`config.mk`:
```
export PLATFORM = sky130hd
export DESIGN_NAME = indexed_sequence_insert_delete
export DESIGN_NICKNAME = d
export VERILOG_FILES = /design/src/design/ised_pkg.sv /design/src/design/ised_cell.sv /design/src/design/ised_chain.sv /design/src/design/indexed_sequence_insert_delete.sv
export SDC_FILE = /design/constraint.sdc
export NUM_CORES = 2
export LEC_CHECK = 0
export ABC_AREA = 0
export BUFFER_PORTS_ARGS = -buffer_cell sky130_fd_sc_hd__buf_2
export CAP_MARGIN = 20
export CORE_AREA = 2 2 326 328
export CTS_CLUSTER_SIZE = 30
export DETAILED_ROUTE_END_ITERATION = 7
export DIE_AREA = 0 0 328 330
export PLACE_DENSITY_LB_ADDON = 0.3
export REMOVE_ABC_BUFFERS = 1
export SYNTH_ARGS = -nofsm -noshare
export SYNTH_HDL_FRONTEND = slang
export SYNTH_SLANG_ARGS = --single-unit
```
`constraint.sdc`:
```
create_clock -name clock -period 26.3 [get_ports clock]
set_input_delay 1.315 -clock clock [delete_from_list [all_inputs] [get_ports clock]]
set_output_delay 1.315 -clock clock [all_outputs]
set_load 0.005 [all_outputs]
```
`src/design/ised_pkg.sv`:
```
package ised_pkg;

   // Store geometry
   localparam int DEPTH   = 16;
   localparam int CNT_W   = $clog2(DEPTH + 1);
   localparam int POS_W   = 5;
   localparam int CMP_W   = (CNT_W > POS_W) ? CNT_W : POS_W;
   localparam int DATA_W  = 32;
   localparam int ACT_W   = 3;
   localparam int COUNT_W = 5;
   localparam int REQ_W   = 40;
   localparam int RSP_W   = 40;

   typedef logic [CNT_W-1:0]  cnt_type;
   typedef logic [CMP_W-1:0]  cmp_type;
   typedef logic [DATA_W-1:0] word_type;

   // Action codes
   localparam logic [ACT_W-1:0] ACT_INS_FRONT = 3'd0;
   localparam logic [ACT_W-1:0] ACT_INS_TAIL  = 3'd1;
   localparam logic [ACT_W-1:0] ACT_INS_AT    = 3'd2;
   localparam logic [ACT_W-1:0] ACT_DEL_FRONT = 3'd3;
   localparam logic [ACT_W-1:0] ACT_DEL_END   = 3'd4;
   localparam logic [ACT_W-1:0] ACT_DEL_AT    = 3'd5;
   localparam logic [ACT_W-1:0] ACT_READ_ALL  = 3'd6;

   // Cell operations
   localparam logic [1:0] CELL_HOLD = 2'd0;
   localparam logic [1:0] CELL_INS  = 2'd1;
   localparam logic [1:0] CELL_DEL  = 2'd2;
   localparam logic [1:0] CELL_ROT  = 2'd3;

   // Command broadcast to every cell of the row
   typedef struct packed {
      logic [1:0] op;
      cnt_type    pos;
      cnt_type    cnt;
   } cell_cmd_type;

endpackage

```
`src/design/ised_cell.sv`:
```
module ised_cell (
   input  logic                  clock,
   input  ised_pkg::cnt_type     cell_index,
   input  ised_pkg::cell_cmd_type cmd,
   input  ised_pkg::word_type    ins_value,
   input  ised_pkg::word_type    left_data,
   input  ised_pkg::word_type    right_data,
   input  ised_pkg::word_type    head_data,
   output ised_pkg::word_type    entry_data
);

   ised_pkg::word_type entry_ff;
   ised_pkg::word_type entry_in;
   logic [ised_pkg::CNT_W:0] idx_next;
   logic [ised_pkg::CNT_W:0] cnt_ext;

   assign idx_next = {1'b0, cell_index} + 1'b1;
   assign cnt_ext  = {1'b0, cmd.cnt};

   // Pick this cell's next value from its own command decode
   always_comb begin
      entry_in = entry_ff;
      unique case (cmd.op)
         ised_pkg::CELL_HOLD: entry_in = entry_ff;
         ised_pkg::CELL_INS: begin
            if (cell_index > cmd.pos) begin
               entry_in = left_data;
            end else if (cell_index == cmd.pos) begin
               entry_in = ins_value;
            end
         end
         ised_pkg::CELL_DEL: begin
            if (cell_index >= cmd.pos && idx_next < cnt_ext) begin
               entry_in = right_data;
            end
         end
         ised_pkg::CELL_ROT: begin
            if (idx_next < cnt_ext) begin
               entry_in = right_data;
            end else if (idx_next == cnt_ext) begin
               entry_in = head_data;
            end
         end
         default: entry_in = entry_ff;
      endcase
   end

   always_ff @(posedge clock) begin
      entry_ff <= entry_in;
   end

   assign entry_data = entry_ff;

endmodule

```
`src/design/ised_chain.sv`:
```
module ised_chain (
   input  logic                   clock,
   input  ised_pkg::cell_cmd_type cmd,
   input  ised_pkg::word_type     ins_value,
   output ised_pkg::word_type     head_data
);

   ised_pkg::word_type cell_data [ised_pkg::DEPTH];

   // Row of cells, each wired to its neighbours (zero past either end) and to the head
   for (genvar g = 0; g < ised_pkg::DEPTH; g++) begin : g_cell
      ised_pkg::word_type left_data;
      ised_pkg::word_type right_data;

      if (g == 0) begin : g_first
         assign left_data = '0;
      end else begin : g_mid_l
         assign left_data = cell_data[g-1];
      end

      if (g == ised_pkg::DEPTH - 1) begin : g_end
         assign right_data = '0;
      end else begin : g_mid_r
         assign right_data = cell_data[g+1];
      end

      ised_cell u_cell (
         .clock      (clock),
         .cell_index (ised_pkg::cnt_type'(g)),
         .cmd        (cmd),
         .ins_value  (ins_value),
         .left_data  (left_data),
         .right_data (right_data),
         .head_data  (cell_data[0]),
         .entry_data (cell_data[g])
      );
   end

   assign head_data = cell_data[0];

endmodule

```
`src/design/indexed_sequence_insert_delete.sv`:
```
// Ordered store of up to DEPTH signed 32-bit entries held in a row of cells.
// Request channel req_*: one item per action (insert front/tail/at index,
// delete front/end/at index, read all). Result channel rsp_*: every edit
// gives one item with ok, count and empty_res, tlast high. Read-all streams
// the entries front to back, one item per entry, tlast on the final one; an
// empty store gives a single item with empty_res set.
// An edit result is registered and appears in the cycle after the request
// is taken. Every cell shifts in the same clock, so edits may follow back
// to back while results are drained. Read-all rotates the row by one entry
// per cycle while the receiver takes results, and the head cell feeds the
// result register.
// Reset clears the entry count and the handshake state; cell contents are
// left as they were and are never read beyond the count.
// When the receiver stalls, the result register holds and both the row and
// the request side wait until the item is taken.
module indexed_sequence_insert_delete (
   input  logic                         clock,
   input  logic                         reset,
   input  logic                         req_tvalid,
   output logic                         req_tready,
   // [2:0] action, [34:3] value, [39:35] position
   input  logic [ised_pkg::REQ_W-1:0]   req_tdata,
   output logic                         rsp_tvalid,
   input  logic                         rsp_tready,
   // [0] ok, [5:1] count, [6] empty_res, [38:7] data, [39] zero
   output logic [ised_pkg::RSP_W-1:0]   rsp_tdata,
   output logic                         rsp_tlast
);

   localparam logic ST_IDLE = 1'b0;
   localparam logic ST_READ = 1'b1;

   logic                     state_ff, state_in;
   ised_pkg::cnt_type        count_ff, count_in;
   ised_pkg::cnt_type        remain_ff, remain_in;
   logic                     rsp_valid_ff, rsp_valid_in;
   logic                     ok_ff, ok_in;
   ised_pkg::cnt_type        cnt_out_ff, cnt_out_in;
   logic                     empty_ff, empty_in;
   ised_pkg::word_type       data_ff, data_in;
   logic                     last_ff, last_in;

   logic [ised_pkg::ACT_W-1:0] action;
   ised_pkg::word_type       value;
   ised_pkg::cmp_type        position;
   ised_pkg::cmp_type        count_cmp;
   ised_pkg::cmp_type        pos_sel;
   logic                     slot_free;
   logic                     accept;
   logic                     is_ins, is_del, is_read;
   logic                     ins_ok, del_ok;
   ised_pkg::cell_cmd_type   cmd;
   ised_pkg::word_type       head_data;

   // Unpack the request item
   assign action   = req_tdata[2:0];
   assign value    = req_tdata[34:3];
   assign position = ised_pkg::cmp_type'(req_tdata[39:35]);
   assign count_cmp = ised_pkg::cmp_type'(count_ff);

   assign slot_free  = !rsp_valid_ff || rsp_tready;
   assign req_tready = (state_ff == ST_IDLE) && slot_free;
   assign accept     = req_tvalid && req_tready;

   // Decode the action and check its bounds
   always_comb begin
      is_ins  = 1'b0;
      is_del  = 1'b0;
      is_read = 1'b0;
      pos_sel = '0;
      unique case (action)
         ised_pkg::ACT_INS_FRONT: begin
            is_ins = 1'b1;
         end
         ised_pkg::ACT_INS_TAIL: begin
            is_ins  = 1'b1;
            pos_sel = count_cmp;
         end
         ised_pkg::ACT_INS_AT: begin
            is_ins  = 1'b1;
            pos_sel = position;
         end
         ised_pkg::ACT_DEL_FRONT: begin
            is_del = 1'b1;
         end
         ised_pkg::ACT_DEL_END: begin
            is_del  = 1'b1;
            pos_sel = count_cmp - 1'b1;
         end
         ised_pkg::ACT_DEL_AT: begin
            is_del  = 1'b1;
            pos_sel = position;
         end
         ised_pkg::ACT_READ_ALL: begin
            is_read = 1'b1;
         end
         default: begin
            is_ins = 1'b0;
         end
      endcase
   end

   assign ins_ok = is_ins && (count_ff < ised_pkg::cnt_type'(ised_pkg::DEPTH))
                   && (pos_sel <= count_cmp);
   assign del_ok = is_del && (count_ff != '0) && (pos_sel < count_cmp);

   // Command for the cell row
   always_comb begin
      cmd.op  = ised_pkg::CELL_HOLD;
      cmd.pos = pos_sel[ised_pkg::CNT_W-1:0];
      cmd.cnt = count_ff;
      if (state_ff == ST_READ && slot_free) begin
         cmd.op = ised_pkg::CELL_ROT;
      end else if (accept && ins_ok) begin
         cmd.op = ised_pkg::CELL_INS;
      end else if (accept && del_ok) begin
         cmd.op = ised_pkg::CELL_DEL;
      end
   end

   ised_chain u_chain (
      .clock     (clock),
      .cmd       (cmd),
      .ins_value (value),
      .head_data (head_data)
   );

   // Sequence edits and read-out, load the result register
   always_comb begin
      state_in     = state_ff;
      count_in     = count_ff;
      remain_in    = remain_ff;
      rsp_valid_in = rsp_valid_ff;
      ok_in        = ok_ff;
      cnt_out_in   = cnt_out_ff;
      empty_in     = empty_ff;
      data_in      = data_ff;
      last_in      = last_ff;
      if (slot_free) begin
         rsp_valid_in = 1'b0;
      end
      if (state_ff == ST_READ) begin
         if (slot_free) begin
            rsp_valid_in = 1'b1;
            ok_in        = 1'b1;
            cnt_out_in   = count_ff;
            empty_in     = 1'b0;
            data_in      = head_data;
            last_in      = (remain_ff == ised_pkg::cnt_type'(1));
            remain_in    = remain_ff - 1'b1;
            if (remain_ff == ised_pkg::cnt_type'(1)) begin
               state_in = ST_IDLE;
            end
         end
      end else if (accept) begin
         if (is_read && count_ff != '0) begin
            state_in  = ST_READ;
            remain_in = count_ff;
         end else begin
            if (ins_ok) begin
               count_in = count_ff + 1'b1;
            end else if (del_ok) begin
               count_in = count_ff - 1'b1;
            end
            rsp_valid_in = 1'b1;
            ok_in        = ins_ok || del_ok || is_read;
            cnt_out_in   = count_in;
            empty_in     = (count_in == '0);
            data_in      = '0;
            last_in      = 1'b1;
         end
      end
   end

   always_ff @(posedge clock) begin
      if (reset) begin
         state_ff     <= ST_IDLE;
         count_ff     <= '0;
         remain_ff    <= '0;
         rsp_valid_ff <= 1'b0;
      end else begin
         state_ff     <= state_in;
         count_ff     <= count_in;
         remain_ff    <= remain_in;
         rsp_valid_ff <= rsp_valid_in;
      end
   end

   always_ff @(posedge clock) begin
      ok_ff      <= ok_in;
      cnt_out_ff <= cnt_out_in;
      empty_ff   <= empty_in;
      data_ff    <= data_in;
      last_ff    <= last_in;
   end

   assign rsp_tvalid = rsp_valid_ff;
   assign rsp_tdata  = {1'b0, data_ff, empty_ff,
                        ised_pkg::COUNT_W'(cnt_out_ff), ok_ff};
   assign rsp_tlast  = last_ff;

`ifndef SYNTH
   a_count_bound: assert property (@(posedge clock) disable iff (reset)
      count_ff <= ised_pkg::cnt_type'(ised_pkg::DEPTH))
      else $error("entry count above store depth");

   a_read_blocks: assert property (@(posedge clock) disable iff (reset)
      state_ff == ST_READ |-> !req_tready)
      else $error("request taken during read-out");

   a_read_end: assert property (@(posedge clock) disable iff (reset)
      (state_ff == ST_READ && slot_free && remain_ff == ised_pkg::cnt_type'(1))
      |=> (state_ff == ST_IDLE && rsp_tvalid && rsp_tlast))
      else $error("read-out did not close with a final item");

   a_read_count_held: assert property (@(posedge clock) disable iff (reset)
      state_ff == ST_READ |=> $stable(count_ff))
      else $error("entry count changed during read-out");
`endif

endmodule

```
=== Word level (Yosys, flattened, before mapping) ===
Index checks and enable logic that the tools add are counted.

* Output and inout port bits: 43
* Bits in registers: 564
* Logic and storage cells: 372
* Input port bits: 44

* Bitwise operators: 3
* $lt $le $gt $ge: 51
* Reductions and logical operators: 59
* Equality and inequality tests: 90
* Add/sub/neg operators: 3
* Mux-type cells: 141

{| class="wikitable"
|+ Operator list
! operator !! number
|-
| $mux W32 || 83
|-
| $pmux W32 S3 || 16
|-
| $ne A3 B3 Y1 const B || 31
|-
| $eq A4 B5 Y1 const A || 16
|-
| $mux W5 || 13
|-
| $reduce_and A4 Y1 || 16
|-
| $eq A3 B5 Y1 const A || 8
|-
| $ge A4 B5 Y1 const A || 8
|-
| $gt A4 B5 Y1 const A || 8
|-
| $lt A4 B5 Y1 const A || 8
|-
| $ne A2 B2 Y1 const B || 18
|-
| $logic_and A1 B1 Y1 || 26
|-
| $mux W1 || 25
|-
| $eq A2 B5 Y1 const A || 4
|-
| $ge A3 B5 Y1 const A || 4
|-
| $gt A3 B5 Y1 const A || 4
|-
| $lt A3 B5 Y1 const A || 4
|-
| $pmux W5 S3 || 1
|-
| $ge A1 B5 Y1 const A || 2
|-
| $ge A2 B5 Y1 const A || 2
|-
| $gt A1 B5 Y1 const A || 2
|-
| $gt A2 B5 Y1 const A || 2
|-
| $logic_not A5 Y1 || 2
|-
| $lt A2 B5 Y1 const A || 2
|-
| other kinds (27) || 42
|}

=== Longest topological paths before layout ===
* Word-level depth: 14
* Depth in mapped cells: 19
* Depth with buffers taken out: 13

=== Modules after synthesis ===
A second synthesis with hierarchy kept.

* Cell total of the unflattened synthesis: 6383
* Area total of the unflattened synthesis: 56643.1 µm²

{| class="wikitable"
|+ Modules (own cells, without submodules)
! module !! seq. area each (µm²) !! cells each !! instances !! area an instance (µm²)
|-
| ised_cell at u_chain.g_cell[0].u_cell ... || 960.9 || 403 || 9 || 3532.1
|-
| ised_cell at u_chain.g_cell[3].u_cell ... || 960.9 || 333 || 6 || 2996.6
|-
| ised_cell at u_chain.g_cell[9].u_cell || 960.9 || 493 || 1 || 4144.0
|-
| indexed_sequence_insert_delete || 1441.4 || 263 || 1 || 2722.6
|-
| ised_chain || 0.0 || 2 || 1 || 7.5
|}

=== Worst setup path after synthesis ===
OpenSTA, ideal clock, no wires.

* Path type: input -> register
* From: input req_tdata[1] in the netlist's numbering
* To: register u_chain.g_cell[1].u_cell.entry_ff[0] (enable)
* Data required time: 25.706 ns
* Stages: 15
* Data arrival time: 8.874 ns
* Path slack: 16.832 ns
* Library setup time: 0.594 ns
* Cells stage by stage: buf_2 -> nor3b_1 -> a21oi_1 -> and3b_1 -> buf_4 -> inv_2 -> buf_2 -> ha_1 -> a21oi_1 -> o221a_2 -> nand3_1 -> nand2_1 -> buf_2 -> nor2_1 -> a2111oi_0

* Word-level cells in the longest chain between the ends: 12
* Elaborated cells between the ends (all ways): 36
* Those cells by class: 4 x order compare; 12 x eq/ne; 6 x mux; 1 x bitwise; 13 x reduce/logical

{| class="wikitable"
|+ Ends and longest elaborated chain
! what !! RTL line !! text
|-
| start: declaration || indexed_sequence_insert_delete.sv:22 || <nowiki>input logic [ised_pkg::REQ_W-1:0] req_tdata,</nowiki>
|-
| $eq A3 B3 Y1 / $eq A3 B2 Y1 (equally long branches) || indexed_sequence_insert_delete.sv:71 || <nowiki>unique case (action)</nowiki>
|-
| $reduce_or A2 Y1 (no source line) / $reduce_or A3 Y1 (equally long branches) || -- ||
|-
| $pmux W5 S3 / $mux W1 (equally long branches) || indexed_sequence_insert_delete.sv:71 ||
|-
| $lt A5 B5 Y1 / $logic_and A1 B1 Y1 (equally long branches) || indexed_sequence_insert_delete.sv:105 || <nowiki>assign del_ok = is_del && (count_ff != '0) && (pos_sel < count_cmp);</nowiki>
|-
| $logic_and A1 B1 Y1 || indexed_sequence_insert_delete.sv:105 ||
|-
| $logic_and A1 B1 Y1 || indexed_sequence_insert_delete.sv:116 || <nowiki>end else if (accept && del_ok) begin</nowiki>
|-
| $mux W2 || indexed_sequence_insert_delete.sv:116 ||
|-
| $mux W2 || indexed_sequence_insert_delete.sv:114 || <nowiki>end else if (accept && ins_ok) begin</nowiki>
|-
| $mux W2 || indexed_sequence_insert_delete.sv:112 || <nowiki>if (state_ff == ST_READ && slot_free) begin</nowiki>
|-
| $eq A2 B2 Y1 (tied with other cells) || ised_cell.sv:23 || <nowiki>unique case (cmd.op)</nowiki>
|-
| $ne A3 B3 Y1 (no source line) (tied with other cells) || -- ||
|-
| $reduce_and A4 Y1 (no source line) (*) || -- ||
|-
| end signal: assignment || ised_cell.sv:49 || <nowiki>entry_ff <= entry_in;</nowiki>
|-
| end: declaration || ised_cell.sv:12 || <nowiki>ised_pkg::word_type entry_ff;</nowiki>
|}

Mark *: on every way between the ends. The rest lies on a longest branch, timed or not.
A chain may end at the register's enable or synchronous reset.

=== Final worst setup path ===
* From: register count_ff[0] (netlist: count_cmp[0])
* To: register u_chain.g_cell[15].u_cell.entry_ff[21] (data pin)

* Word-level cells in the longest chain between the ends: 10
* Elaborated cells between the ends (all ways): 23
* Those cells by class: 1 x add/sub; 5 x order compare; 3 x eq/ne; 7 x mux; 7 x reduce/logical

{| class="wikitable"
|+ Ends and longest elaborated chain
! what !! RTL line !! text
|-
| start: declaration || indexed_sequence_insert_delete.sv:34 || <nowiki>ised_pkg::cnt_type count_ff, count_in;</nowiki>
|-
| start signal: assignment || indexed_sequence_insert_delete.sv:183 || <nowiki>count_ff <= count_in;</nowiki>
|-
| $sub A5 B1 Y5 || indexed_sequence_insert_delete.sv:88 || <nowiki>pos_sel = count_cmp - 1'b1;</nowiki>
|-
| $pmux W5 S3 || indexed_sequence_insert_delete.sv:71 ||
|-
| $lt A5 B5 Y1 || indexed_sequence_insert_delete.sv:105 ||
|-
| $logic_and A1 B1 Y1 || indexed_sequence_insert_delete.sv:105 ||
|-
| $logic_and A1 B1 Y1 || indexed_sequence_insert_delete.sv:116 ||
|-
| $mux W2 || indexed_sequence_insert_delete.sv:116 ||
|-
| $mux W2 || indexed_sequence_insert_delete.sv:114 ||
|-
| $mux W2 || indexed_sequence_insert_delete.sv:112 ||
|-
| $eq A2 B2 Y1 / $eq A2 B1 Y1 (equally long branches) || ised_cell.sv:23 ||
|-
| $pmux W32 S3 (*) || ised_cell.sv:23 ||
|-
| via u_chain.g_cell[15].u_cell.entry_in[21] || ised_cell.sv:13 || <nowiki>ised_pkg::word_type entry_in;</nowiki>
|-
| end signal: assignment || ised_cell.sv:49 ||
|-
| end: declaration || ised_cell.sv:12 ||
|}

The timed path passes the listed nets; every way through them passes the cells marked *.

==> impl_metrics.py <==
metrics = {
    "outcome": {
        "outcome": "finished, final reports clean",
    },
    "critical_path": {
        "crit_family": "buffers and inverters",
        "required_ns": 26.76,
        "path_cells": "clkinv_1 > ha_1 > nor3b_2 > mux2i_1 > and2_2 > buf_4 > inv_2 > ha_1 > nand4_1 > o221a_2 > a31oi_4 > buf_4 > buf_4 > nand2_1 > o211ai_1",
        "timing.critical_path.mode_cell": "sky130_fd_sc_hd__buf_4",
        "worst-path-buf-inv": 5,
        "worst_path_fanout_max": 81,
        "largest_stage_delay_on_the_critical_path_ns": 0.82,
        "setup.worst_path.class": "reg -> reg",
        "worstSetupEndpointType": "register",
        "timing.critical_path.slowest_stage_cell": "sky130_fd_sc_hd__buf_4",
        "critical_path.startpoint_type": "register",
        "worstPathArrival_ns": 7.70,
    },
    "cts": {
        "clock_tree.buffer_depth": 3,
        "cts.clk_slew.worst_paths_ns": 0.06,
        "number_of_setup_buffers_added_after_cts": 0,
        "clock_tree.root_cell": "sky130_fd_sc_hd__clkbuf_16",
        "cts_made_buffers": 69,
        "cts_tree": "built",
        "insertion_delay_to_the_later_sink_of_the_worst_skew_pair_ns": 0.65,
        "cts.htree.levels": 3,
        "clock-sinks": 564,
        "ctsResizeCount": 0,
        "postCtsHoldBufs": 0,
    },
    "power": {
        "share_seq_of_total_power_pct": 44.8,
        "net_switching_power_of_the_design_uw": 749,
        "power.switching_fraction_pct": 29.8,
        "power.density_mw_per_mm2": 71.9,
        "share_comb_of_total_power_pct": 17.6,
        "clockPowerShare_pct": 37.5,
        "vdd_ir_drop_max_uv": 41.9,
        "p_int_mw": 1.77,
        "cellLeakagePower_nw": 11.7,
        "totalPowerFinal_mw": 2.52,
    },
    "floorplan": {
        "die_h_um": 330,
        "die_area_mm2": 0.108,
        "fp.dieW_um": 328,
        "io_pins": 87,
        "design.core.area_mm2": 0.105,
        "initial_core_util_pct": 29.8,
        "placement_rows": 119,
    },
    "route": {
        "viasPerCell": 6.28,
        "drt-wirelength-per-cell_um": 30.0,
        "dr_vias": 25400,
        "routed_wl_um": 122000,
        "first_pass_iters": 8,
        "drcViolationCount": 0,
        "ant_nets": 0,
        "drtIter0Drc": 3478,
    },
    "sta": {
        "timing.final.setup_violations": 0,
        "setup_total_negative_slack_ns": 0,
        "layout_worst_path_cycle_share_pct": 27.5,
        "layout_min_cycle_time_ns": 7.24,
        "timing.final.hold_violations": 0,
        "hold_slack_ns": 0.502,
        "rsz0062_at_grt": "no",
        "slew_viol_final": 0,
        "worst_tran_pin_value_ns": 1.18,
        "relative_slew_slack_pct": 21.3,
        "fmaxAchievable_mhz": 138,
        "clock_skew_ns": 0.0390,
    },
    "global_route": {
        "grt_antenna_before_repair": 4,
        "grt_first_pass_wirelength_um": 175000,
        "largest_net_degree_at_the_start_of_global_routing": 184,
        "via_count_of_the_first_global_routing_pass": 24500,
        "track_usage_pct": 21.7,
        "gr-total-overflow": 0,
    },
    "final_layout": {
        "post_route_cells_drive_above_1_share_pct": 12.7,
        "finalCoreUtilization_pct": 33.4,
        "insertedDiodeCount": 0,
        "commonest_cells_after_routing_fill_and_taps_aside": "552 x sky130_fd_sc_hd__edfxtp_1, 321 x sky130_fd_sc_hd__mux2i_1, 290 x sky130_fd_sc_hd__a22oi_1, 236 x sky130_fd_sc_hd__o21ai_0, 158 x sky130_fd_sc_hd__nand2_1",
        "final_net_count": 2665,
        "stdcell_area_mm2": 0.0350,
        "mostFrequentLayoutCell": "sky130_fd_sc_hd__edfxtp_1",
        "area_growth_syn_to_layout_pct": 12.2,
    },
    "yosys": {
        "synth.yosys.seq_area_share_pct": 53.9,
        "netlist_instances": 2744,
        "asyncSetResetFlopFracSynth_pct": 0,
        "count_of_cell_types_in_the_netlist": 77,
        "yosysWarnings": 0,
        "main_area_contributors_after_synthesis": "sky130_fd_sc_hd__edfxtp_1 53%, sky130_fd_sc_hd__mux2i_1 10%, sky130_fd_sc_hd__a22oi_1 7.0%, sky130_fd_sc_hd__o21ai_0 3.8%, sky130_fd_sc_hd__o211ai_1 3.1%",
        "synth_top_cell_area_share_pct": 53.1,
        "primary_ff_master_synth": "sky130_fd_sc_hd__edfxtp_1",
        "netlist_area_mm2": 0.0312,
        "synth_area_leader_cell": "sky130_fd_sc_hd__edfxtp_1",
        "syn_avg_cell_area_um2": 11.4,
        "synth_edf_count": 552,
        "ys_seq_elements": 564,
    },
    "hold_path": {
        "min-delay-path-class": "reg -> reg",
    },
    "flow_run": {
        "max-cap-violations": 0,
    },
    "place": {
        "dpl_cell_area_mm2": 0.0328,
        "io_buffers": 85,
        "dp_hpwl_um": 61800,
        "globalplace.congestion": 0.810,
    },
}
[stage by stage]
| stage | setup slack (ns) | instances |
|---|---|---|
| floorplan | 8.16 | 2384 |
| CTS | 19.31 | 4049 |
| finish | 19.06 | 4051 |
| detailed placement | 19.24 | 3927 |
| global placement | 19.24 | 3927 |
| global route | 18.72 | 4051 |
[Yosys cell counts (4+ instances only)]
| master | n |
|---|---|
| sky130_fd_sc_hd__a21oi_1 | 130 |
| sky130_fd_sc_hd__nand3_1 | 37 |
| sky130_fd_sc_hd__a211oi_1 | 6 |
| sky130_fd_sc_hd__buf_4 | 27 |
| sky130_fd_sc_hd__dfxtp_1 | 12 |
| sky130_fd_sc_hd__a221o_1 | 65 |
| sky130_fd_sc_hd__nand4_1 | 37 |
| sky130_fd_sc_hd__clkbuf_1 | 244 |
| sky130_fd_sc_hd__buf_1 | 40 |
| sky130_fd_sc_hd__xnor2_1 | 5 |
| sky130_fd_sc_hd__o22ai_1 | 5 |
| sky130_fd_sc_hd__nor4bb_1 | 4 |
| sky130_fd_sc_hd__and2_1 | 45 |
| sky130_fd_sc_hd__nor2_1 | 68 |
| sky130_fd_sc_hd__a21o_1 | 4 |
| sky130_fd_sc_hd__o211ai_1 | 129 |
| sky130_fd_sc_hd__buf_2 | 42 |
| sky130_fd_sc_hd__nor3_1 | 6 |
| sky130_fd_sc_hd__mux2i_1 | 321 |
| sky130_fd_sc_hd__o21a_1 | 5 |
| sky130_fd_sc_hd__a22oi_1 | 290 |
| sky130_fd_sc_hd__inv_2 | 4 |
| sky130_fd_sc_hd__nand2b_1 | 6 |
| sky130_fd_sc_hd__a31oi_1 | 5 |
| sky130_fd_sc_hd__o21ai_1 | 19 |
| sky130_fd_sc_hd__edfxtp_1 | 552 |
| sky130_fd_sc_hd__inv_1 | 10 |
| sky130_fd_sc_hd__a2111oi_0 | 6 |
| sky130_fd_sc_hd__a22o_1 | 34 |
| sky130_fd_sc_hd__o21ai_0 | 238 |
| sky130_fd_sc_hd__a221oi_1 | 96 |
| sky130_fd_sc_hd__buf_6 | 7 |
| sky130_fd_sc_hd__ha_1 | 12 |
| sky130_fd_sc_hd__nor2b_1 | 8 |
| sky130_fd_sc_hd__nand2_1 | 168 |
[worst reg2reg max path, stage by stage (launching register included)]
cell and delay (ns):
sky130_fd_sc_hd__dfxtp_1 0.80, sky130_fd_sc_hd__clkinv_1 0.46, sky130_fd_sc_hd__ha_1 0.36, sky130_fd_sc_hd__nor3b_2 0.20, sky130_fd_sc_hd__mux2i_1 0.27, sky130_fd_sc_hd__and2_2 0.19
sky130_fd_sc_hd__buf_4 0.61, sky130_fd_sc_hd__inv_2 0.31, sky130_fd_sc_hd__ha_1 0.40, sky130_fd_sc_hd__nand4_1 0.13, sky130_fd_sc_hd__o221a_2 0.40, sky130_fd_sc_hd__a31oi_4 0.68
sky130_fd_sc_hd__buf_4 0.73, sky130_fd_sc_hd__buf_4 0.88, sky130_fd_sc_hd__nand2_1 0.39, sky130_fd_sc_hd__o211ai_1 0.27
[final cells by class]
| cell class | instances | area [um^2] |
|---|---|---|
| inverters | 15 | 56.3 |
| well taps | 1391 | 1740 |
| flip-flops and latches | 564 | 16800 |
| clock inverters | 45 | 397 |
| fillers | 10500 | 69700 |
| clock buffers | 77 | 1780 |
| multi-input cells | 1805 | 13200 |
| repair buffers | 154 | 1000 |
[power groups by stage]
| stage | sequential, mW | clock [mW] | combinational (mW) |
|---|---|---|---|
| CTS | 1.13 | 0.959 | 0.432 |
| finish | 1.13 | 0.944 | 0.444 |
| global placement | 1.14 | 0 | 0.425 |
| detailed placement | 1.14 | 0 | 0.431 |
| global route | 1.13 | 0.986 | 0.464 |
| floorplan | 1.14 | 0 | 0.269 |
[logic make-up after synthesis]
kind of cell             share of synthesized area, %
AO/OA/AOI/OAI                                    23.7
flip-flops                                       53.9
AND/OR/NAND/NOR                                  6.24
buffers and inverters                            5.17
multiplexers                                     10.3
adder cells (fa/ha/maj)                         0.481
XOR/XNOR                                        0.140
other                                          0.0120
[path summary, 6_finish.rpt]
| path | cells past startpoint | to | startpoint | slack (ns) |
|---|---|---|---|---|
| max reg2reg | 15 | u_chain.g_cell[15].u_cell.entry_data[21] | count_cmp[0] | 19.06 |
| min reg2reg | 2 | remain_ff[3] | remain_ff[3] | 0.50 |
| min | 2 | remain_ff[3] | remain_ff[3] | 0.50 |
| max | 15 | u_chain.g_cell[15].u_cell.entry_data[21] | count_cmp[0] | 19.06 |
[state kept, by name, indices dropped and copies added, names as in the netlist]
signal	count
empty_ff	1
u_chain.g_cell.u_cell.entry_data	512
state_ff	1
count_cmp	5
ok_ff	1
data_ff	32
remain_ff	5
rsp_tvalid	1
rsp_tlast	1
cnt_out_ff	5
[metal layers]
layer | GRT usage, % | wire length, um | vias up | part of all wire (%)
met4 | 7.40 | 3970 | 4 | 3.3
met3 | 5.07 | 12200 | 261 | 10
li1 | - | - | 10700 | -
met1 | 30.6 | 52100 | 13000 | 43
met5 | 0 | 26 | - | 0.021
met2 | 32.6 | 53400 | 1541 | 44
Note: power is estimated with default switching activity, not from simulation.
